**src/rtl/shea_pkg.sv**
```systemverilog
`timescale 1ns / 1ps
// ----------------------------------------------------------------------------
// Signed heading error angle: shared definitions
// Widths, angle constants and the CORDIC arctangent table in degrees, Q16.
// ----------------------------------------------------------------------------
package shea_pkg;

  localparam int COORD_WIDTH_DEF   = 24;
  localparam int CORDIC_STAGES_DEF = 16;

  localparam int GUARD_BITS = 24;
  localparam int GROW_BITS  = 3;
  localparam int TABLE_LEN  = 24;

  localparam int HEADING_W = 18;
  localparam int ANGLE_W   = 17;
  localparam int ZW        = 26;
  localparam int ZQ_W      = ZW - 8;
  localparam int DIFF_W    = 20;
  localparam int TURN_W    = 18;

  localparam int DEG90_Q16    = 5898240;
  localparam int ROUND_HALF   = 128;
  localparam int FULL_TURN_Q8 = 92160;
  localparam int HALF_TURN_Q8 = 46080;

  localparam logic signed [ZW-1:0] ATAN_Q16 [TABLE_LEN] = '{
    26'sd2949120, 26'sd1740967, 26'sd919879, 26'sd466945,
    26'sd234379,  26'sd117304,  26'sd58666,  26'sd29335,
    26'sd14668,   26'sd7334,    26'sd3667,   26'sd1833,
    26'sd917,     26'sd458,     26'sd229,    26'sd115,
    26'sd57,      26'sd29,      26'sd14,     26'sd7,
    26'sd4,       26'sd2,       26'sd1,      26'sd0
  };

endpackage

```
**src/rtl/shea_cordic_stage.sv**
```systemverilog
`timescale 1ns / 1ps
// ----------------------------------------------------------------------------
// CORDIC vectoring stage
// One micro-rotation toward the x axis with a fixed shift, registered.
// ----------------------------------------------------------------------------
module shea_cordic_stage #(
  parameter int XW    = shea_pkg::COORD_WIDTH_DEF + shea_pkg::GUARD_BITS + shea_pkg::GROW_BITS,
  parameter int STAGE = 0
) (
  input  logic                                  clk_i,
  input  logic                                  rst_ni,
  input  logic                                  in_valid_i,
  output logic                                  in_stall_o,
  input  logic signed [XW-1:0]                  x_i,
  input  logic signed [XW-1:0]                  y_i,
  input  logic signed [shea_pkg::ZW-1:0]        z_i,
  input  logic signed [shea_pkg::HEADING_W-1:0] heading_i,
  input  logic                                  degenerate_i,
  output logic                                  out_valid_o,
  input  logic                                  out_stall_i,
  output logic signed [XW-1:0]                  x_o,
  output logic signed [XW-1:0]                  y_o,
  output logic signed [shea_pkg::ZW-1:0]        z_o,
  output logic signed [shea_pkg::HEADING_W-1:0] heading_o,
  output logic                                  degenerate_o
);

  logic                                  valid_q;
  logic signed [XW-1:0]                  xs;
  logic signed [XW-1:0]                  ys;
  logic                                  rot_pos;
  logic signed [XW-1:0]                  x_d, x_q;
  logic signed [XW-1:0]                  y_d, y_q;
  logic signed [shea_pkg::ZW-1:0]        z_d, z_q;
  logic signed [shea_pkg::HEADING_W-1:0] hd_q;
  logic                                  deg_q;

  assign in_stall_o = valid_q & out_stall_i;

  assign xs      = x_i >>> STAGE;
  assign ys      = y_i >>> STAGE;
  assign rot_pos = ~y_i[XW-1];

  always_comb begin
    if (rot_pos) begin
      x_d = x_i + ys;
      y_d = y_i - xs;
      z_d = z_i + shea_pkg::ATAN_Q16[STAGE];
    end else begin
      x_d = x_i - ys;
      y_d = y_i + xs;
      z_d = z_i - shea_pkg::ATAN_Q16[STAGE];
    end
  end

  always_ff @(posedge clk_i or negedge rst_ni) begin
    if (!rst_ni) begin
      valid_q <= 1'b0;
    end else if (!in_stall_o) begin
      valid_q <= in_valid_i;
    end
  end

  always_ff @(posedge clk_i) begin
    if (in_valid_i && !in_stall_o) begin
      x_q   <= x_d;
      y_q   <= y_d;
      z_q   <= z_d;
      hd_q  <= heading_i;
      deg_q <= degenerate_i;
    end
  end

  assign out_valid_o  = valid_q;
  assign x_o          = x_q;
  assign y_o          = y_q;
  assign z_o          = z_q;
  assign heading_o    = hd_q;
  assign degenerate_o = deg_q;

endmodule

```
**config.mk**
```make
export PLATFORM = sky130hd
export DESIGN_NAME = shea_cordic_stage
export DESIGN_NICKNAME = d
export VERILOG_FILES = /design/src/rtl/shea_pkg.sv /design/src/rtl/shea_cordic_stage.sv
export SDC_FILE = /design/constraint.sdc
export NUM_CORES = 1
export LEC_CHECK = 0
export BUFFER_PORTS_ARGS = -buffer_cell sky130_fd_sc_hd__buf_2
export CORE_UTILIZATION = 51
export CTS_CLUSTER_DIAMETER = 30
export CTS_CLUSTER_SIZE = 28
export DETAILED_ROUTE_END_ITERATION = 16
export PLACE_DENSITY_LB_ADDON = 0.2
export SLEW_MARGIN = 20
export SYNTH_ARGS = -nofsm -noshare
export SYNTH_HDL_FRONTEND = slang
export SYNTH_SLANG_ARGS = --single-unit
```
**constraint.sdc**
```tcl
create_clock -name clk_i -period 7.5 [get_ports clk_i]
set_input_delay 0 -clock clk_i [delete_from_list [all_inputs] [get_ports clk_i]]
set_output_delay 0 -clock clk_i [all_outputs]
set_load 0.03 [all_outputs]
```
==> impl_metrics.csv <==
group,metric,value,unit
status,status,"complete, no violations",
placed_design,place_ws,3.71,ns
cts,tritoncts,"done",
min_path,hp-class,"in2reg",
pwr,combPwrFrac,0.378,
cts,post_cts_buffers,0,
timing,fmaxAchievable,286,MHz
pwr,swShare,0.393,
global_routing,grt_pass1_wl,74100,um
detailed_routing,first_pass_iters,6,
placed_design,place_inst,2234,
worst_setup_path,cp.required,7.67,ns
global_routing,grt_pass1_vias,13000,
global_routing,gr-usage-met1,0.469,
cells_and_area,layout-drive-gt1-share,0.183,
pwr,max-vdd-ir-drop,135,uV
cts,path_clk_slew,0.07,ns
timing,slew_headroom,0.281,
worst_setup_path,arrival,3.67,ns
synth,seq_area_frac_synth,0.315,
synth,syn_inst,1664,
timing,setup_viol,0,
cells_and_area,design_area,16700,um2
cells_and_area,nets,2266,
synth,synth.avg_cell_area,8.42,um2
floorplan,die_y,168,um
cts,htreeDepth,4,
floorplan,dieArea,28100,um2
timing,drv_slew,0,
global_routing,busiest_layer,"met2",
timing,finalHoldViolCount,0,
timing,setup_ws,4.00,ns
global_routing,grt_remaining_overflow,0,
synth,synth_edf_count,146,
timing,rsz0062_at_grt,"false",
worst_setup_path,cp_max_fo,18,
pwr,finalPower,0.00319,W
global_routing,grtUsageTotal,0.340,
pwr,clockPowerShare,0.291,
worst_setup_path,cp-start-kind,"input port",
synth,synth_seq_cells,147,
cells_and_area,antennaDiodeCount,0,
global_routing,grt_start_max_net_pins,78,
global_routing,use_met2,0.548,
pwr,p_per_area,192,nW/um2
cts,cts_buffers,17,
timing,fin_crit,3.50,ns
floorplan,dieWidth,168,um
detailed_routing,wirelength,48600,um
detailed_routing,detail_route.iter0.violations,1513,
global_routing,use_met3,0.0520,
floorplan,ioPinCount,300,
cts,cts_sinks,147,
synth,synthArstFlopShare,0.00680,
placed_design,dpl_cell_area,15700,um2
cts,cts_root_buf,"clkbuf_16",
cells_and_area,final_cells,2307,
timing,final.period_utilization,0.466,
global_routing,antenna_found_initial,0,
pwr,netSwitchingPower,0.00125,W
placed_design,portBuffers,299,
detailed_routing,routed-via-count,13800,
timing,skew,0.0108,ns
floorplan,rows,60,
floorplan,core_area,27000,um2
cells_and_area,final_cell_mix,"buf_2 (298), a21oi_1 (200), inv_1 (162), nor2_1 (161), ha_1 (158)",
worst_setup_path,cp-end-kind,"register",
detailed_routing,wl_per_cell,21.1,um
run,maxCapViolCount,0,
timing,worst_pin_slew,1.08,ns
synth,synth_ff_type,"edfxtp_1",
detailed_routing,via_per_inst,5.98,
pwr,power.internal,0.00194,W
timing,fin_setup_tns,0,ns
floorplan,initial_core_util,0.520,
synth,ys_types,82,
pwr,pwr-share-seq,0.331,
cts,clk_latency,0.43,ns
synth,syn_area,14000,um2
placed_design,dp.final_hpwl,37600,um
pwr,p_leak,7.48,nW
cts,cts_buffer_depth,2,
detailed_routing,drc,0,
placed_design,gp_congestion,0.991,
detailed_routing,ant_nets,0,
cells_and_area,area_growth,19.1,%
cells_and_area,final_common_cell,"buf_2",
worst_setup_path,worstSetupPathType,"in2reg",
synth,syn-num-nets,1977,
synth,yosysWarnings,0,
-- kinds of logic after synthesis --
| group | after synthesis | synth area share |
|---|---|---|
| AO/OA/AOI/OAI | 543 | 0.242 |
| AND/OR/NAND/NOR | 449 | 0.150 |
| multiplexers | 21 | 0.0151 |
| adder cells (fa/ha/maj) | 162 | 0.147 |
| XOR/XNOR | 103 | 0.0644 |
| flip-flops | 147 | 0.315 |
| buffers and inverters | 239 | 0.0667 |
-- registers in the layout, indices dropped and copies added, names as in the netlist --
register / count
degenerate_o: 1
heading_o: 18
out_valid_o: 1
x_o: 51
y_o: 50
z_o: 26
-- critical path, cell delays in order --
cell and delay [ns]:
buf_2 0.10, inv_1 0.05, ha_1 0.54, a21o_1 0.27, a21o_1 0.18, a21oi_1 0.36, and3_1 0.23, nand3_1 0.18
a311oi_1 0.77, o31ai_1 0.24, a21oi_1 0.44, mux2_2 0.25, xnor2_1 0.06
-- power by group through the flow --
stage	Clock [W]	Combinational, W	Sequential [W]
after floorplan	0	0.000643	0.00124
after global placement	0	0.00116	0.00107
after detailed placement	0	0.00116	0.00107
after CTS	0.000941	0.00119	0.00106
after global routing	0.000966	0.00129	0.00106
final	0.000931	0.00121	0.00106
-- stage by stage --
step	hold slack (ns)	utilization
6_report	0.00231	0.619
5_1_grt	0.0252	0.619
4_1_cts	0.000762	0.619
3_5_place_dp	-0.223	0.581
3_3_place_gp	-0.224	0.581
2_1_floorplan	-0.296	-
-- layout make-up --
class	count	area (um2)
Fill cell	2401	10300
Multi-Input combinational cell	1278	8670
Sequential cell	147	4410
Timing Repair Buffer	344	1940
Inverter	165	619
Tap cell	341	427
Clock buffer	17	425
Clock inverter	15	189
-- worst paths after layout --
path	startpoint	to	slack [ns]	depth (start not counted)
worst max-delay path	x_i[18]	x_o[45]	4.00	13
worst min-delay path	y_i[0]	x_o[0]	0.002	3
worst max register to register	out_valid_o	x_o[14]	5.30	3
worst min register to register	out_valid_o	heading_o[14]	0.88	2
max in group asynchronous	rst_ni	out_valid_o	7.00	3
min in group asynchronous	rst_ni	out_valid_o	0.40	3
-- synthesized netlist by cell type, types with 4 or more instances --
cell / count / share of area
a211o_1: 7 / 0.0044
a211oi_1: 12 / 0.0064
a21boi_0: 8 / 0.0043
a21o_1: 40 / 0.021
a21oi_1: 200 / 0.071
a311oi_1: 4 / 0.0025
a31oi_1: 11 / 0.0049
and2_1: 7 / 0.0031
and3_1: 14 / 0.0063
buf_1: 12 / 0.0032
buf_2: 12 / 0.0043
buf_4: 4 / 0.0021
clkbuf_1: 45 / 0.012
edfxtp_1: 146 / 0.31
fa_1: 4 / 0.0057
ha_1: 158 / 0.14
inv_1: 162 / 0.043
mux2i_1: 20 / 0.014
nand2_1: 97 / 0.026
nand2b_1: 14 / 0.0063
nand3_1: 31 / 0.011
nand4_1: 17 / 0.0076
nor2_1: 161 / 0.043
nor2b_1: 24 / 0.011
nor3_1: 39 / 0.014
nor4_1: 18 / 0.0080
o2111ai_1: 5 / 0.0031
o211ai_1: 13 / 0.0070
o21a_1: 16 / 0.0086
o21ai_0: 120 / 0.043
o21ai_1: 4 / 0.0014
o21bai_1: 33 / 0.018
o221ai_1: 5 / 0.0031
o22ai_1: 6 / 0.0027
o31a_1: 6 / 0.0038
o31ai_1: 10 / 0.0054
or2_2: 5 / 0.0022
or3_1: 8 / 0.0036
xnor2_1: 88 / 0.055
xor2_1: 15 / 0.0094
-- metal layers --
metal | share of wire | vias up
li1 | - | 6506
met1 | 0.44 | 6453
met2 | 0.45 | 735
met3 | 0.081 | 91
met4 | 0.024 | 0
met5 | 0 | -
-- repair_timing --
item,CTS,global route
hold endpoints to repair,40,0
gates resized for setup,0,0
hold buffers,41,0
No activity file was read; power rests on OpenSTA's default activity.
