`src/rtl/shea_pkg.sv`:
```
`timescale 1ns / 1ps
// ----------------------------------------------------------------------------
// Signed heading error angle: shared definitions
// Widths, angle constants and the CORDIC arctangent table in degrees, Q16.
// ----------------------------------------------------------------------------
package shea_pkg;

  localparam int COORD_WIDTH_DEF   = 24;
  localparam int CORDIC_STAGES_DEF = 16;

  localparam int GUARD_BITS = 24;
  localparam int GROW_BITS  = 3;
  localparam int TABLE_LEN  = 24;

  localparam int HEADING_W = 18;
  localparam int ANGLE_W   = 17;
  localparam int ZW        = 26;
  localparam int ZQ_W      = ZW - 8;
  localparam int DIFF_W    = 20;
  localparam int TURN_W    = 18;

  localparam int DEG90_Q16    = 5898240;
  localparam int ROUND_HALF   = 128;
  localparam int FULL_TURN_Q8 = 92160;
  localparam int HALF_TURN_Q8 = 46080;

  localparam logic signed [ZW-1:0] ATAN_Q16 [TABLE_LEN] = '{
    26'sd2949120, 26'sd1740967, 26'sd919879, 26'sd466945,
    26'sd234379,  26'sd117304,  26'sd58666,  26'sd29335,
    26'sd14668,   26'sd7334,    26'sd3667,   26'sd1833,
    26'sd917,     26'sd458,     26'sd229,    26'sd115,
    26'sd57,      26'sd29,      26'sd14,     26'sd7,
    26'sd4,       26'sd2,       26'sd1,      26'sd0
  };

endpackage

```
`src/rtl/shea_wrap.sv`:
```
`timescale 1ns / 1ps
// ----------------------------------------------------------------------------
// Output stages
// Rounds the target direction to Q8, subtracts the heading, reduces the
// difference modulo a full turn and folds it into (-180, +180] degrees.
// ----------------------------------------------------------------------------
module shea_wrap (
  input  logic                                  clk_i,
  input  logic                                  rst_ni,
  input  logic                                  in_valid_i,
  output logic                                  in_stall_o,
  input  logic signed [shea_pkg::ZW-1:0]        z_i,
  input  logic signed [shea_pkg::HEADING_W-1:0] heading_i,
  input  logic                                  degenerate_i,
  output logic                                  out_valid_o,
  input  logic                                  out_stall_i,
  output logic signed [shea_pkg::ANGLE_W-1:0]   angle_o,
  output logic                                  degenerate_o
);

  localparam int DW = shea_pkg::DIFF_W;
  localparam int TW = shea_pkg::TURN_W;

  logic                                va_q, vb_q, vc_q;
  logic                                stall_a, stall_b, stall_c;
  logic signed [shea_pkg::ZW-1:0]      zsum;
  logic signed [shea_pkg::ZQ_W-1:0]    zq;
  logic signed [DW-1:0]                diff_d, diff_q;
  logic                                deg_a_q, deg_b_q, deg_c_q;
  logic signed [DW-1:0]                ext;
  logic signed [DW-1:0]                red;
  logic signed [TW-1:0]                turn_d, turn_q;
  logic signed [shea_pkg::ANGLE_W-1:0] angle_d, angle_q;

  assign stall_c    = vc_q & out_stall_i;
  assign stall_b    = vb_q & stall_c;
  assign stall_a    = va_q & stall_b;
  assign in_stall_o = stall_a;

  assign zsum   = z_i + shea_pkg::ZW'(shea_pkg::ROUND_HALF);
  assign zq     = zsum[shea_pkg::ZW-1:8];
  assign diff_d = DW'(zq) - DW'(heading_i);

  always_comb begin
    ext = diff_q + DW'(2 * shea_pkg::FULL_TURN_Q8);
    if (ext >= DW'(3 * shea_pkg::FULL_TURN_Q8)) begin
      red = ext - DW'(3 * shea_pkg::FULL_TURN_Q8);
    end else if (ext >= DW'(2 * shea_pkg::FULL_TURN_Q8)) begin
      red = ext - DW'(2 * shea_pkg::FULL_TURN_Q8);
    end else if (ext >= DW'(shea_pkg::FULL_TURN_Q8)) begin
      red = ext - DW'(shea_pkg::FULL_TURN_Q8);
    end else begin
      red = ext;
    end
    turn_d = red[TW-1:0];
  end

  always_comb begin
    if (deg_b_q) begin
      angle_d = '0;
    end else if (turn_q > TW'(shea_pkg::HALF_TURN_Q8)) begin
      angle_d = shea_pkg::ANGLE_W'(turn_q - TW'(shea_pkg::FULL_TURN_Q8));
    end else begin
      angle_d = shea_pkg::ANGLE_W'(turn_q);
    end
  end

  always_ff @(posedge clk_i or negedge rst_ni) begin
    if (!rst_ni) begin
      va_q <= 1'b0;
      vb_q <= 1'b0;
      vc_q <= 1'b0;
    end else begin
      if (!stall_a) begin
        va_q <= in_valid_i;
      end
      if (!stall_b) begin
        vb_q <= va_q;
      end
      if (!stall_c) begin
        vc_q <= vb_q;
      end
    end
  end

  always_ff @(posedge clk_i) begin
    if (in_valid_i && !stall_a) begin
      diff_q  <= diff_d;
      deg_a_q <= degenerate_i;
    end
    if (va_q && !stall_b) begin
      turn_q  <= turn_d;
      deg_b_q <= deg_a_q;
    end
    if (vb_q && !stall_c) begin
      angle_q <= angle_d;
      deg_c_q <= deg_b_q;
    end
  end

  assign out_valid_o  = vc_q;
  assign angle_o      = angle_q;
  assign degenerate_o = deg_c_q;

endmodule

```
`config.mk`:
```
export PLATFORM = sky130hd
export DESIGN_NAME = shea_wrap
export DESIGN_NICKNAME = d
export VERILOG_FILES = /design/src/rtl/shea_pkg.sv /design/src/rtl/shea_wrap.sv
export SDC_FILE = /design/constraint.sdc
export NUM_CORES = 1
export LEC_CHECK = 0
export ABC_AREA = 1
export BUFFER_PORTS_ARGS = -buffer_cell sky130_fd_sc_hd__buf_4
export CAP_MARGIN = 20
export CORE_ASPECT_RATIO = 1.1
export CORE_UTILIZATION = 58
export CTS_BUF_LIST = sky130_fd_sc_hd__clkbuf_4 sky130_fd_sc_hd__clkbuf_8
export CTS_CLUSTER_DIAMETER = 60
export DETAILED_ROUTE_END_ITERATION = 6
export PLACE_DENSITY_LB_ADDON = 0.3
export RECOVER_POWER = 50
export SYNTH_ARGS = -nofsm -noshare
export SYNTH_HDL_FRONTEND = slang
export SYNTH_SLANG_ARGS = --single-unit
export TNS_END_PERCENT = 10
```
`constraint.sdc`:
```
create_clock -name clk_i -period 3.5 [get_ports clk_i]
set_clock_uncertainty 0.1 [all_clocks]
set_input_delay 0.525 -clock clk_i [delete_from_list [all_inputs] [get_ports clk_i]]
set_output_delay 0.525 -clock clk_i [all_outputs]
set_load 0.01 [all_outputs]
```
==> impl_results.md <==
- Run status: complete, but fails checks
- Violated checks: design-rule violations
- Post-synthesis compound-gate area fraction: 0.0717
- Period utilization: 0.898
- # IOs: 69
- Xor/xnor share of the synthesized area: 0.0847
- Synth warn: 0
- Total gr overflow: 0
- Mux contribution to synthesized area: 0
- Die Wd: 84.5 um
- Area of the multi-input gates: 2180 um2
- NumNets Final: 675
- Simple-gate share of the synthesized area: 0.262
- Post-synth EDFFs: 57
- Drt first pass iters: 7
- Crit path cell chain: clkbuf_4 -> ha_1 -> nand2_1 -> nor2_2 -> nand3_1 -> nor3_2 -> inv_2 -> nor2_2 -> nand3_1 -> nor2_2 -> nand2_1 -> xnor2_1 -> ha_1 -> inv_1 -> nor3_1 -> and2_1 -> nand4_1 -> nand3_1 -> xor2_1
- Largest net degree at the start of global routing: 21
- Tot GR Track Use: 0.233
- ANT cells: 0
- Max_cap viols: 0
- # Post-CTS Setup Buffers: 0
- Worst Max-Slew Pin Slew: 999 ps
- Final hold violation count: 0
- Yosys top cell area share: 0.394
- RSZ-0062 raised after global routing: no
- Critical Path Source Type: primary input
- Std cell rows: 32
- Main combinational cell family by area after synthesis: simple AND/OR/NAND/NOR gates
- Per-cell routed wire length: 12.2 um
- Synthesized area: 4350 um2
- Register area: 1790 um2
- Final Util: 0.718
- Post-route non-filler standard cell count: 688
- Synth Flop Type: edfxtp_1
- Dominant cells by area after synthesis: edfxtp_1, nand2_1, ha_1
- DRC Markers: 4
- Fillers: 554
- Post-DR vias/cell: 5.17
- Synth area leader: edfxtp_1
- First DRT Iteration DRCs: 144
- Die H: 92.8 um
- Final setup vio count: 0
- Top post-synthesis cells by count: nand2_1, inv_1, edfxtp_1, nor2_1, xor2_1
- Slowest-stage cell, CP: ha_1
- CP peak stage delay: 290 ps
- Area delta synth->final: 17.7%
- PwrDens: 495 nW/um2
- Die area: 7840 um2
- P_leak: 2.44 nW
- CTS tree: done
- CTS HTree Levels: 3
- Crit path time final: 3140 ps
- DPL Wire Length: 6.78 mm
- Yosys cell types: 40
- Port Buffers: 61
- Bufs and invs on worst path: 3
- Synthesized flop and latch total: 60
- Worst vdd ir: 0.299 mV
- Wirelength, routed: 8.38 mm
- Clock Sinks: 60
- Cts bufs inserted: 9
- Cell area after layout: 5110 um2
- Starting Density: 0.610
- CP top delay family: simple AND/OR/NAND/NOR gates
- Syn avg cell area: 8.39 um2
- Area after DPL: 4970 um2
- Gate Count Post-Synth: 518
- Antenna violations before repair: 0
- WP data arrival: 3120 ps
- Fmax: 0.318 GHz
- Critical Path RT: 3480 ps
- Async SR Flop Fraction: 0.0500
- Worst setup EP type: flop
- Syn_nets: 595
- Rel. slew slack: 0.334
- Sequential area share after synthesis: 0.411
- Vias in the first global route: 3523
- Placed Cells incl. Taps: 671
- RD Place Congestion: 0.862
- Clock buffer depth: 2
- Most common cell in the netlist: nand2_1
- Worst-Skew Late Latency: 330 ps
- Adder-cell share of the synthesized area: 0.0823
- WS Path Type: primary input to flop
- Post-DRT Antenna Nets: 0
- Layout cells sized above 1: 0.182
- TNS Setup: 0 ps
- Slew Viols, Final: 0
- Critical path peak fanout: 2
- Clock root buffer master: clkbuf_8
- Core area: 7130 um2
- Worst min path class: primary input to flop
- First-pass GRT wire length: 14.7 mm
- Vias: 3559
- Worst-path clk slew: 70 ps
==> cell usage in the layout (no fill, tap or decap), types with 9 or more instances in the layout <==
cell,Yosys,layout
nand2_2,11,11
xor2_1,29,29
inv_1,86,86
ha_1,27,27
inv_2,9,9
o21ai_0,13,12
xnor2_1,13,13
clkbuf_8,0,9
nor2_1,45,45
edfxtp_1,57,57
nand2_4,10,10
nand2_1,103,103
clkbuf_1,3,22
a21oi_1,28,28
buf_4,0,47
nand3_1,26,26
==> report_power, final <==
part           switching (mW)  leakage (nW)  internal [mW]
logic                   0.536          1.75          0.315
registers              0.0688         0.587          0.946
clock network           0.267         0.107          0.398
total                   0.872          2.44           1.66
==> layout make-up <==
type                       instances  share of cell area
tap                               85              0.0208
clock inverter                     7              0.0176
multi-input combinational        358               0.425
sequential                        60               0.349
clock buffer                       9              0.0242
timing repair buffer              72              0.0900
inverter                          97              0.0727
==> sequential cells by signal (all words and copies together) (netlist names) <==
signal / flops
angle_o: 17
turn_q: 18
diff_q: 19
deg_a_q: 1
vb_q: 1
deg_b_q: 1
degenerate_o: 1
out_valid_o: 1
va_q: 1
==> layer usage <==
layer / vias up / global-route usage / share of wire
met1: 1606 / 0.256 / 0.40
li1: 1833 / - / -
met2: 102 / 0.442 / 0.53
met4: 0 / 0.114 / 0.029
met5: - / 0 / 0
met3: 18 / 0.0294 / 0.040
==> per-stage QoR <==
step	power [mW]	setup WS (ps)	hold slack (ps)
after floorplan	1.64	294	129
after global placement	1.86	37.8	214
after detailed placement	1.90	-31.8	220
after CTS	2.57	309	255
after global routing	2.69	62.0	280
final	2.53	358	289
==> kinds of logic after synthesis <==
kind of cell | after synthesis
adders and majority gates | 28
xor gates and xnor gates | 42
and+or+nand+nor | 231
AOI/OAI and AO/OA | 57
DFF | 60
buffers and inverters | 100
==> timing repair <==
action,in CTS,in global routing
hold buffers,1,0
endpoints found under the hold margin,3,0
setup endpoints to repair,0,2
gates resized for setup,0,1
==> final timing paths <==
check	from	endpoint	slack, ps	cells after the start
max reg2reg	diff_q[12]$_DFFE_PP_	turn_q[11]$_DFFE_PP_	960	14
max in group asynchronous	rst_ni	out_valid_o$_DFFE_PN0N_	2700	2
min reg2reg	deg_a_q$_DFFE_PP_	deg_b_q$_DFFE_PP_	330	0
max	z_i[7]	diff_q[17]$_DFFE_PP_	360	19
min in group asynchronous	rst_ni	va_q$_DFFE_PN0N_	440	2
min	degenerate_i	deg_a_q$_DFFE_PP_	290	1
No activity file was read; power rests on OpenSTA's default activity.
