### src/rtl/shea_pkg.sv
`timescale 1ns / 1ps
// ----------------------------------------------------------------------------
// Signed heading error angle: shared definitions
// Widths, angle constants and the CORDIC arctangent table in degrees, Q16.
// ----------------------------------------------------------------------------
package shea_pkg;

  localparam int COORD_WIDTH_DEF   = 24;
  localparam int CORDIC_STAGES_DEF = 16;

  localparam int GUARD_BITS = 24;
  localparam int GROW_BITS  = 3;
  localparam int TABLE_LEN  = 24;

  localparam int HEADING_W = 18;
  localparam int ANGLE_W   = 17;
  localparam int ZW        = 26;
  localparam int ZQ_W      = ZW - 8;
  localparam int DIFF_W    = 20;
  localparam int TURN_W    = 18;

  localparam int DEG90_Q16    = 5898240;
  localparam int ROUND_HALF   = 128;
  localparam int FULL_TURN_Q8 = 92160;
  localparam int HALF_TURN_Q8 = 46080;

  localparam logic signed [ZW-1:0] ATAN_Q16 [TABLE_LEN] = '{
    26'sd2949120, 26'sd1740967, 26'sd919879, 26'sd466945,
    26'sd234379,  26'sd117304,  26'sd58666,  26'sd29335,
    26'sd14668,   26'sd7334,    26'sd3667,   26'sd1833,
    26'sd917,     26'sd458,     26'sd229,    26'sd115,
    26'sd57,      26'sd29,      26'sd14,     26'sd7,
    26'sd4,       26'sd2,       26'sd1,      26'sd0
  };

endpackage

### src/rtl/shea_prerot.sv
`timescale 1ns / 1ps
// ----------------------------------------------------------------------------
// Input stage
// Scales the target by the guard bits, turns a left-half vector by ninety
// degrees into the right half and flags a target at the origin.
// ----------------------------------------------------------------------------
module shea_prerot #(
  parameter int COORD_WIDTH = shea_pkg::COORD_WIDTH_DEF,
  parameter int XW          = COORD_WIDTH + shea_pkg::GUARD_BITS + shea_pkg::GROW_BITS
) (
  input  logic                                  clk_i,
  input  logic                                  rst_ni,
  input  logic                                  in_valid_i,
  output logic                                  in_stall_o,
  input  logic signed [COORD_WIDTH-1:0]         target_x_i,
  input  logic signed [COORD_WIDTH-1:0]         target_y_i,
  input  logic signed [shea_pkg::HEADING_W-1:0] heading_i,
  output logic                                  out_valid_o,
  input  logic                                  out_stall_i,
  output logic signed [XW-1:0]                  x_o,
  output logic signed [XW-1:0]                  y_o,
  output logic signed [shea_pkg::ZW-1:0]        z_o,
  output logic signed [shea_pkg::HEADING_W-1:0] heading_o,
  output logic                                  degenerate_o
);

  logic                                  valid_q;
  logic signed [XW-1:0]                  x_ext;
  logic signed [XW-1:0]                  y_ext;
  logic signed [XW-1:0]                  x_d, x_q;
  logic signed [XW-1:0]                  y_d, y_q;
  logic signed [shea_pkg::ZW-1:0]        z_d, z_q;
  logic signed [shea_pkg::HEADING_W-1:0] hd_q;
  logic                                  deg_d, deg_q;

  assign in_stall_o = valid_q & out_stall_i;

  assign x_ext = {{shea_pkg::GROW_BITS{target_x_i[COORD_WIDTH-1]}}, target_x_i,
                  {shea_pkg::GUARD_BITS{1'b0}}};
  assign y_ext = {{shea_pkg::GROW_BITS{target_y_i[COORD_WIDTH-1]}}, target_y_i,
                  {shea_pkg::GUARD_BITS{1'b0}}};

  always_comb begin
    x_d   = x_ext;
    y_d   = y_ext;
    z_d   = '0;
    deg_d = (target_x_i == '0) && (target_y_i == '0);
    if (x_ext[XW-1]) begin
      if (!y_ext[XW-1]) begin
        x_d = y_ext;
        y_d = -x_ext;
        z_d = shea_pkg::ZW'(shea_pkg::DEG90_Q16);
      end else begin
        x_d = -y_ext;
        y_d = x_ext;
        z_d = -shea_pkg::ZW'(shea_pkg::DEG90_Q16);
      end
    end
  end

  always_ff @(posedge clk_i or negedge rst_ni) begin
    if (!rst_ni) begin
      valid_q <= 1'b0;
    end else if (!in_stall_o) begin
      valid_q <= in_valid_i;
    end
  end

  always_ff @(posedge clk_i) begin
    if (in_valid_i && !in_stall_o) begin
      x_q   <= x_d;
      y_q   <= y_d;
      z_q   <= z_d;
      hd_q  <= heading_i;
      deg_q <= deg_d;
    end
  end

  assign out_valid_o  = valid_q;
  assign x_o          = x_q;
  assign y_o          = y_q;
  assign z_o          = z_q;
  assign heading_o    = hd_q;
  assign degenerate_o = deg_q;

endmodule

### config.mk
export PLATFORM = sky130hd
export DESIGN_NAME = shea_prerot
export DESIGN_NICKNAME = d
export VERILOG_FILES = /design/src/rtl/shea_pkg.sv /design/src/rtl/shea_prerot.sv
export SDC_FILE = /design/constraint.sdc
export NUM_CORES = 1
export LEC_CHECK = 0
export ABC_AREA = 1
export BUFFER_PORTS_ARGS = -buffer_cell sky130_fd_sc_hd__buf_2
export CAP_MARGIN = 20
export CORE_ASPECT_RATIO = 1.75
export CORE_MARGIN = 3
export CORE_UTILIZATION = 43
export DETAILED_ROUTE_END_ITERATION = 16
export GPL_ROUTABILITY_DRIVEN = 0
export GPL_TIMING_DRIVEN = 0
export PLACE_DENSITY = 0.77
export RECOVER_POWER = 100
export SYNTH_ARGS = -nofsm -noshare
export SYNTH_HDL_FRONTEND = slang
export SYNTH_SLANG_ARGS = --single-unit
### constraint.sdc
create_clock -name clk_i -period 4.2 [get_ports clk_i]
set_input_delay 0.63 -clock clk_i [delete_from_list [all_inputs] [get_ports clk_i]]
set_output_delay 0.63 -clock clk_i [all_outputs]
set_load 0.01 [all_outputs]
==> impl_metrics.csv, run 1 <==
group,metric,value,unit
run_status,status,"finished with violations",
run_status,violations,"max-capacitance violations, max-slew violations",
timing,drv_slew,24,
timing,tightest_slew,1.94,ns
worst_setup_path,timing.rr.start,"out_valid_o",
worst_setup_path,endpoint,"y_o[50]",
timing,finalHoldViolCount,0,
timing,period_minus_slack,2.77,ns
place,hpwl,10800,um
routing,wire_per_inst,14.9,um
timing,holdWs,0.0554,ns
floorplan,fp.dieArea,0.0124,mm2
timing,layout_setup_ws,1.43,ns
worst_setup_path,slowest_delay,1.43,ns
floorplan,fp.coreArea,0.0108,mm2
timing,fin_tns_setup,0,ns
logic_synthesis,ys_ff_latch,77,
routing,remaining_drc_errors,0,
global_route,grt_pass1_vias,4200,
worst_setup_path,startpoint,"out_valid_o",
pwr,power.total,0.00211,W
timing,layout_worst_path_cycle_share,65.9,%
worst_setup_path,rr_worst_depth,5,
cts,postCtsSetupBuffers,0,
cts,cts-root-buf,"clkbuf_16",
cts,clkSlewWorstSetupHoldPaths,0.06,ns
routing,dr.pass1.iters,5,
pwr,powerDensity,343,mW/mm2
global_route,antenna_found_initial,0,
final_layout,nets,851,
final_layout,fillers,1062,
run,maxCapViolCount,1,
logic_synthesis,ys_seq_area_share,48.4,%
cts,postCtsHoldBufs,0,
final_layout,num_antenna_cells,0,
floorplan,start_util,44.3,%
routing,vias,4454,
floorplan,die_x,85.6,um
final_layout,synthToLayoutAreaGrowth,28.8,%
final_layout,drive_above_1_share,24.0,%
routing,antenna_left,0,
min_path,min_path_type,"input port to async pin",
worst_setup_path,worstPathRequired,4.25,ns
global_route,gr-total-overflow,0,
final_layout,fin_cells,914,
logic_synthesis,synth_cell_types,39,
worst_setup_path,ff2ff_setup_slack,1.43,ns
pwr,p_leak,2.86,nW
cts,cts_buffers,9,
global_route,grt_max_degree,33,
logic_synthesis,synth_cells,547,
logic_synthesis,ys_warn_count,0,
cts,tritoncts,"done",
routing,drt-initial-drc-count,287,
cts,clock_latency,0.34,ns
worst_setup_path,path_class,"flop to flop",
worst_setup_path,critical_path_arrival,2.81,ns
routing,wl,13600,um
worst_setup_path,start_kind,"flop",
worst_setup_path,cp-end-kind,"flop",
worst_setup_path,slowest_stage,"nor2_1",
cts,cts.path.max_buffers,2,
logic_synthesis,synthesis.area,0.00477,mm2
place,portBuffers,152,
worst_setup_path,cp_max_fo,32,
floorplan,fp-row-count,50,
floorplan,die_h,145,um
timing,rsz0062_at_grt,"false",
global_route,grtUsageTotal,21.6,%
cts,cts.htree.levels,3,
floorplan,ios,219,
worst_setup_path,worstPathCellList,"nand2_1 > inv_1 > nor2_1 > buf_12 > buf_16",
logic_synthesis,synth.avg_cell_area,8.71,um2
pwr,max-vdd-ir-drop,0.258,mV
worst_setup_path,r2r-end,"y_o[50]",
cts,clock-sinks,77,
routing,routed_via_density,4.87,
place,dp.cells,898,
cts,ctsResizeCount,0,
timing,relSlewSlack,-29.9,%
global_route,grt_first_pass_wirelength,20700,um
timing,fmax,361,MHz
timing,fin_skew,0.00331,ns
place,pre_cts_slack,1.97,ns
timing,setup_viol,0,
==> placed cells by master (no fill, tap or decap), types with 2 or more instances in the layout <==
cell type and count:
nor2_2 4, a21oi_1 2, clkbuf_4 6, clkbuf_1 94, nand3b_1 2, nand3_1 50
o21ai_1 2, and2_1 2, inv_2 2, o21ai_0 33, nand4_1 7, clkbuf_16 9
o211ai_1 2, nand3_2 3, inv_6 3, buf_2 76, buf_4 65, edfxtp_1 76
inv_1 42, nor2_1 42, nor3_1 4, xor2_1 11, nand2_1 143, nor2_4 2
xnor2_1 3, conb_1 68, ha_1 2, a31oi_1 2, nand2_2 6, o22ai_1 3
==> worst min-delay path by stage <==
stage / start / end
2_1_floorplan: rst_ni / out_valid_o
3_3_place_gp: rst_ni / out_valid_o
3_5_place_dp: rst_ni / out_valid_o
4_1_cts: rst_ni / out_valid_o
5_1_grt: rst_ni / out_valid_o
6_report: rst_ni / out_valid_o
==> metrics by stage <==
stage                     utilization, %  cell area (um2)
after detailed placement            55.7             6000
final                               57.0             6140
after CTS                           58.6             6300
after global placement              55.2             5940
after global routing                57.0             6140
after floorplan                        -             5020
==> routing by layer <==
metal  part of all wire, %  vias to the layer above  global-route usage (%)
met2                    52                      287                    37.7
met4                   5.4                        0                    12.8
met3                    10                       48                    6.36
met5                     0                        -                       0
li1                      -                     2131                       -
met1                    32                     1988                    22.2
==> report_power, final <==
part	internal (W)	switching, W	total, W	leakage (nW)
clock network	0.000469	0.000323	0.000792	0.149
registers	0.000908	0.0000118	0.000920	0.740
logic	0.000146	0.000247	0.000393	1.97
==> state kept, by name, indices dropped and copies added, names as in the netlist <==
| signal | cells |
|---|---|
| z_o | 3 |
| heading_o | 18 |
| degenerate_o | 1 |
| y_o | 27 |
| x_o | 27 |
| out_valid_o | 1 |
==> cells by family (layout without fill, tap and decap cells) <==
family / count (synthesis) / after routing / share of synthesized area (%)
DFF: 77 / 77 / 48.4
other: 1 / 68 / 0.0787
adders and majority gates: 2 / 2 / 0.525
buffers and inverters: 136 / 306 / 17.1
and+or+nand+nor: 269 / 269 / 25.6
xor gates and xnor gates: 14 / 14 / 2.57
AOI/OAI and AO/OA: 48 / 48 / 5.62
==> worst max-delay path, delay by kind of cell (launching register included) <==
kind,cells,cell delay [ns]
buffers and inverters,3,0.56
flip-flops,1,0.38
AND/OR/NAND/NOR,2,1.51
==> area by class of cell <==
cell class	count	area [um2]	area share [%]
buffer	90	616	10.0
inverter	46	174	2.83
timing repair buffer	154	709	11.6
multi-input combinational	401	1860	30.4
sequential	77	2310	37.6
clock buffer	9	225	3.67
clock inverter	7	80.1	1.30
tap	130	163	2.65
==> cells in the mapped netlist (all sizes together) <==
| master | n | area (um2) |
|---|---|---|
| nand2 | 150 | 598 |
| buf | 82 | 612 |
| edfxtp | 76 | 2280 |
| nand3 | 54 | 298 |
| nor2 | 48 | 213 |
| inv | 45 | 171 |
| o21ai | 36 | 188 |
| xor2 | 11 | 96.3 |
| clkbuf | 8 | 30.0 |
| nand4 | 7 | 43.8 |
| nor3 | 5 | 30.0 |
| o22ai | 3 | 18.8 |
| xnor2 | 3 | 26.3 |
| a21oi | 2 | 10.0 |
| a31oi | 2 | 12.5 |
| and2 | 2 | 12.5 |
| ha | 2 | 25.0 |
| nand3b | 2 | 15.0 |
| o211ai | 2 | 15.0 |
| clkinv | 1 | 3.75 |
| conb | 1 | 3.75 |
| dfrtp | 1 | 25.0 |
| nor4 | 1 | 12.5 |
| o21a | 1 | 7.51 |
| o221ai | 1 | 8.76 |
| o31ai | 1 | 7.51 |
Note: power is estimated with default switching activity, not from simulation.
==> run 2: changes to the inputs <==
--- a/config.mk
+++ b/config.mk
@@ -10,11 +10,11 @@
 export CAP_MARGIN = 20
 export CORE_ASPECT_RATIO = 1.75
 export CORE_MARGIN = 3
-export CORE_UTILIZATION = 43
+export CORE_UTILIZATION = 48
 export DETAILED_ROUTE_END_ITERATION = 16
 export GPL_ROUTABILITY_DRIVEN = 0
 export GPL_TIMING_DRIVEN = 0
-export PLACE_DENSITY = 0.77
+export PLACE_DENSITY = 0.82
 export RECOVER_POWER = 100
 export SYNTH_ARGS = -nofsm -noshare
 export SYNTH_HDL_FRONTEND = slang
==> constraint.sdc (replaced) <==
create_clock -name clk_i -period 2.6 [get_ports clk_i]
set_input_delay 0.39 -clock clk_i [delete_from_list [all_inputs] [get_ports clk_i]]
set_output_delay 0.39 -clock clk_i [all_outputs]
set_load 0.01 [all_outputs]
==> run 2 against run 1 <==
Against the previous run: the flow now finishes without violations; utilization up 7.2 points; clock skew grew 0.0051 ns; worst setup slack got worse by 0.79 ns; critical path depth fell by 1; cell count down 0.77%; sequential cell count stayed put; combinational power grew 62%; sequential power up 62%; hold slack better by 0.17 ns; register-to-register slack worse by 0.79 ns; critical path type unchanged; largest cell class unchanged; largest power group unchanged; highest routed layer unchanged.
==> impl_metrics.csv, run 2 (synthesis results as in run 1) <==
group,metric,value,unit
worst_setup_path,rr_worst_depth,4,
global_route,grt_first_pass_wirelength,20400,um
cts,cts_buffers,9,
worst_setup_path,worstPathCellList,"nand2_1 > inv_1 > nor2_2 > buf_12",
place,hpwl,10800,um
timing,tightest_slew,1.02,ns
cts,tritoncts,"done",
final_layout,final_common_cell,"nand2_1",
pwr,powerDensity,575,mW/mm2
final_layout,synthToLayoutAreaGrowth,29.2,%
worst_setup_path,crit_buf_inv,2,
floorplan,die_h,138,um
place,portBuffers,152,
worst_setup_path,slowest_stage,"nor2_2",
cts,cts-root-buf,"clkbuf_16",
timing,fin_skew,0.00845,ns
global_route,grt_pass1_vias,4375,
timing,fmax,512,MHz
floorplan,start_util,49.7,%
timing,rsz0062_at_grt,"false",
worst_setup_path,crit_family,"simple AND/OR/NAND/NOR gates",
timing,finalHoldViolCount,0,
final_layout,layout_common_cells,"nand2_1, clkbuf_1, edfxtp_1",
run_status,status,"finished, final reports clean",
cts,postCtsHoldBufs,1,
pwr,p_leak,2.88,nW
min_path,holdPathEnd,"heading_o[7]",
routing,remaining_drc_errors,0,
final_layout,fillers,852,
routing,antenna_left,0,
min_path,min_from,"heading_i[7]",
floorplan,ios,219,
timing,layout_worst_path_cycle_share,75.2,%
cts,cts.path.max_buffers,2,
timing,fin_tns_setup,0,ns
routing,vias,4522,
routing,wl,14000,um
floorplan,fp-row-count,47,
worst_setup_path,timing.rr.start,"out_valid_o",
worst_setup_path,critical_path_arrival,1.98,ns
routing,dr.pass1.iters,6,
timing,period_minus_slack,1.95,ns
timing,relSlewSlack,31.9,%
global_route,grt_max_degree,39,
routing,drt-initial-drc-count,323,
min_path,hold_depth,1,
worst_setup_path,ff2ff_setup_slack,0.65,ns
final_layout,register_area,0.00231,mm2
final_layout,drive_above_1_share,23.3,%
timing,setup_viol,0,
place,pre_cts_slack,0.766,ns
routing,routed_via_density,4.99,
worst_setup_path,cp-end-kind,"flop",
worst_setup_path,cp_max_fo,38,
floorplan,fp.coreArea,0.00959,mm2
timing,drv_slew,0,
place,dp.cells,890,
worst_setup_path,slowest_delay,0.77,ns
worst_setup_path,r2r-end,"heading_o[6]",
cts,clock_latency,0.34,ns
floorplan,fp.dieArea,0.0112,mm2
pwr,power.total,0.00354,W
worst_setup_path,path_class,"flop to flop",
worst_setup_path,worstPathRequired,2.63,ns
worst_setup_path,start_kind,"flop",
global_route,grtUsageTotal,24.5,%
floorplan,die_x,81.3,um
cts,postCtsSetupBuffers,0,
cts,clkSlewWorstSetupHoldPaths,0.05,ns
pwr,max-vdd-ir-drop,0.433,mV
final_layout,final_util,64.2,%
final_layout,nets,852,
final_layout,num_antenna_cells,0,
cts,clock-sinks,77,
global_route,gr-total-overflow,0,
cts,cts.htree.levels,3,
routing,wire_per_inst,15.4,um
cts,ctsResizeCount,0,
run,maxCapViolCount,0,
global_route,antenna_found_initial,0,
final_layout,multi_input_area,0.00185,mm2
final_layout,fin_cells,907,
timing,layout_setup_ws,0.645,ns
min_path,min_path_type,"input port to flop",
run 2: cell count changes in the layout (fill, tap and decap cells not counted), sizes merged:
| cell | previous run | this run |
|---|---|---|
| buf | 144 | 143 |
| dlygate4sd3 | 0 | 1 |
| clkbuf | 109 | 110 |
| inv | 48 | 45 |
| clkinv | 2 | 3 |
| bufinv | 1 | 3 |
run 2: worst max path at each step:
stage	to	depth (start not counted)	startpoint	slack [ns]
floorplan	degenerate_o	3	out_valid_o	0.47
global placement	x_o[46]	4	out_stall_i	0.09
detailed placement	x_o[34]	9	target_y_i[0]	0.77
CTS	heading_o[16]	4	out_valid_o	0.93
global route	x_o[24]	4	out_valid_o	0.48
finish	heading_o[6]	4	out_valid_o	0.65
run 2: power by group:
part	switching, W	total, W	internal, W
combinational	0.000399	0.000637	0.000237
clock	0.000485	0.00142	0.000932
sequential	0.0000216	0.00149	0.00147
run 2: area by class of cell:
cell class / count / share of cell area [%]
Sequential cell: 77 / 37.5
Multi-Input combinational cell: 401 / 30.0
Timing Repair Buffer: 155 / 11.6
Buffer: 90 / 10.1
Clock buffer: 9 / 3.66
Inverter: 46 / 2.85
Tap cell: 122 / 2.48
Clock inverter: 7 / 1.85
run 2: layer usage:
metal / vias up / part of all wire [%] / routed length [um] / GRT usage, %
li1: 2136 / - / - / -
met3: 64 / 11 / 1570 / 6.15
met2: 370 / 52 / 7310 / 45.5
met1: 1952 / 31 / 4280 / 22.5
met5: - / 0 / 0 / 0
met4: 0 / 5.7 / 802 / 16.4
run 2: per-stage QoR:
step / hold slack, ns / cell area [um2]
floorplan: 0.0944 / 5020
global placement: 0.164 / 5940
detailed placement: 0.171 / 5990
CTS: 0.218 / 6330
global route: 0.224 / 6160
finish: 0.228 / 6160
==> run 3: changes to the inputs <==
==> constraint.sdc (replaced) <==
create_clock -name clk_i -period 1.9 [get_ports clk_i]
set_input_delay 0.285 -clock clk_i [delete_from_list [all_inputs] [get_ports clk_i]]
set_output_delay 0.285 -clock clk_i [all_outputs]
set_load 0.01 [all_outputs]
==> run 3 against run 2 <==
Against the previous run: utilization decreased by 0.18 points; first-iteration DRC count fell by 1.9%; largest cell class unchanged; cell count did not move; global-route usage up 0.79 points; combinational power rose by 39%; wire length up 3.0%; register-to-register slack got worse by 0.43 ns; worst setup slack got worse by 0.46 ns; sequential cell count stayed put; count of clock-buffer cells in the layout increased by 1; critical path type is now input port to flop; critical endpoint is now y_o[40]; critical path depth up 6; clock skew decreased by 0.0027 ns.
==> impl_metrics.csv, run 3 (synthesis results as in run 1) <==
group,metric,value,unit
worst_setup_path,slowest_delay,0.30,ns
routing,wire_per_inst,15.9,um
routing,wl,14400,um
cts,cts.path.max_buffers,2,
routing,routed_via_density,5.03,
cts,cts-root-buf,"clkbuf_16",
cts,cts_buffers,9,
timing,fin_skew,0.00577,ns
worst_setup_path,start_kind,"input port",
place,place_area,0.00599,mm2
pwr,switchingPower,0.00124,W
global_route,antenna_found_initial,0,
floorplan,start_util,49.7,%
timing,holdWs,0.121,ns
floorplan,fp-row-count,47,
place,portBuffers,152,
timing,period_minus_slack,1.71,ns
pwr,p_seq_share,43.2,%
worst_setup_path,path_class,"input port to flop",
floorplan,fp.dieArea,0.0112,mm2
final_layout,nets,853,
cts,ctsResizeCount,0,
pwr,pwr-share-comb,18.8,%
timing,drv_slew,0,
routing,antenna_left,0,
worst_setup_path,worstPathRequired,1.98,ns
final_layout,fin_cells,907,
floorplan,die_x,81.3,um
floorplan,ios,219,
timing,fin_tns_setup,0,ns
cts,tritoncts,"done",
global_route,grtUsageTotal,25.3,%
final_layout,stdcell_area,0.00614,mm2
timing,layout_worst_path_cycle_share,90.2,%
final_layout,synthToLayoutAreaGrowth,28.8,%
pwr,p_int,0.00347,W
cts,cts.htree.levels,3,
pwr,clock_power_share,38.0,%
worst_setup_path,slowest_stage,"nor2_1",
place,hpwl,11000,um
pwr,max-vdd-ir-drop,0.842,mV
run_status,status,"finished, final reports clean",
worst_setup_path,cp_max_fo,5,
global_route,grt_max_degree,38,
floorplan,die_h,138,um
timing,rsz0062_at_grt,"false",
global_route,gr-total-overflow,0,
routing,dr.pass1.iters,5,
global_route,grt_first_pass_wirelength,20900,um
timing,setup_viol,0,
timing,fmax,583,MHz
run,maxCapViolCount,0,
cts,clock-sinks,77,
routing,vias,4563,
final_layout,final_common_cell,"nand2_1",
floorplan,fp.coreArea,0.00959,mm2
min_path,min_path_type,"input port to flop",
worst_setup_path,crit_top_cell,"nand2_1",
worst_setup_path,crit_family,"simple AND/OR/NAND/NOR gates",
global_route,grt_pass1_vias,4339,
worst_setup_path,critical_path_arrival,1.79,ns
final_layout,layout_common_cells,"nand2_1, clkbuf_1, buf_2, edfxtp_1, conb_1",
pwr,powerDensity,768,mW/mm2
cts,clock_latency,0.34,ns
pwr,p_leak,2.88,nW
cts,clkSlewWorstSetupHoldPaths,0.06,ns
place,dp.cells,890,
worst_setup_path,worstPathCellList,"buf_2 > inv_1 > ha_1 > nand2_1 > nor2_1 > nand3_1 > nand2_1 > nand2_1 > nand3_1 > o21ai_0",
routing,drt-initial-drc-count,317,
timing,finalHoldViolCount,0,
final_layout,fillers,865,
worst_setup_path,crit_buf_inv,2,
final_layout,drive_above_1_share,23.6,%
worst_setup_path,cp-end-kind,"flop",
final_layout,num_antenna_cells,0,
pwr,p_sw_share,26.4,%
pwr,power.total,0.00472,W
timing,relSlewSlack,35.2,%
routing,remaining_drc_errors,0,
timing,tightest_slew,0.969,ns
-- run 3: power by group through the flow --
stage                     registers (W)  logic [W]  clock network, W
after floorplan                 0.00213   0.000501                 0
after global placement          0.00207   0.000860                 0
after detailed placement        0.00207   0.000899                 0
after CTS                       0.00204   0.000910           0.00182
after global routing            0.00205   0.000974           0.00189
final                           0.00204   0.000887           0.00179
-- run 3: per-stage QoR --
| step | setup slack [ns] | utilization [%] |
|---|---|---|
| floorplan | -0.209 | - |
| global placement | -0.539 | 62.0 |
| detailed placement | 0.0175 | 62.4 |
| CTS | 0.0211 | 65.7 |
| global route | 0.0876 | 64.0 |
| finish | 0.186 | 64.0 |
-- run 3: routing by layer --
| layer | GRT usage, % | wire length (um) |
|---|---|---|
| met1 | 23.2 | 4460 |
| met2 | 47.2 | 7650 |
| met3 | 7.00 | 1510 |
| met4 | 15.4 | 775 |
| met5 | 0 | 0 |
-- run 3: what timing repair did --
| action | 4_1_cts | 5_1_grt |
|---|---|---|
| hold buffers | 1 | 0 |
| buffers inserted | 0 | 0 |
| setup endpoints to repair | 0 | 37 |
| hold endpoints to repair | 1 | 0 |
-- run 3: area by class of cell --
type / instances / area [um2] / share of cell area, %
sequential: 77 / 2310 / 37.6
multi-input combinational: 402 / 1850 / 30.2
timing repair buffer: 155 / 718 / 11.7
buffer: 90 / 626 / 10.2
clock buffer: 10 / 229 / 3.73
inverter: 46 / 175 / 2.85
tap: 122 / 153 / 2.49
clock inverter: 5 / 76.3 / 1.24
-- run 3: path summary, 6_finish.rpt --
path / start / end / slack (ns) / depth (start not counted)
worst max-delay path: target_x_i[0] / y_o[40] / 0.19 / 10
worst min-delay path: heading_i[1] / heading_o[1] / 0.12 / 1
worst max register to register: out_valid_o / y_o[31] / 0.22 / 3
worst min register to register: out_valid_o / out_valid_o / 0.49 / 2
max in group asynchronous: rst_ni / out_valid_o / 1.58 / 2
min in group asynchronous: rst_ni / out_valid_o / 0.24 / 2
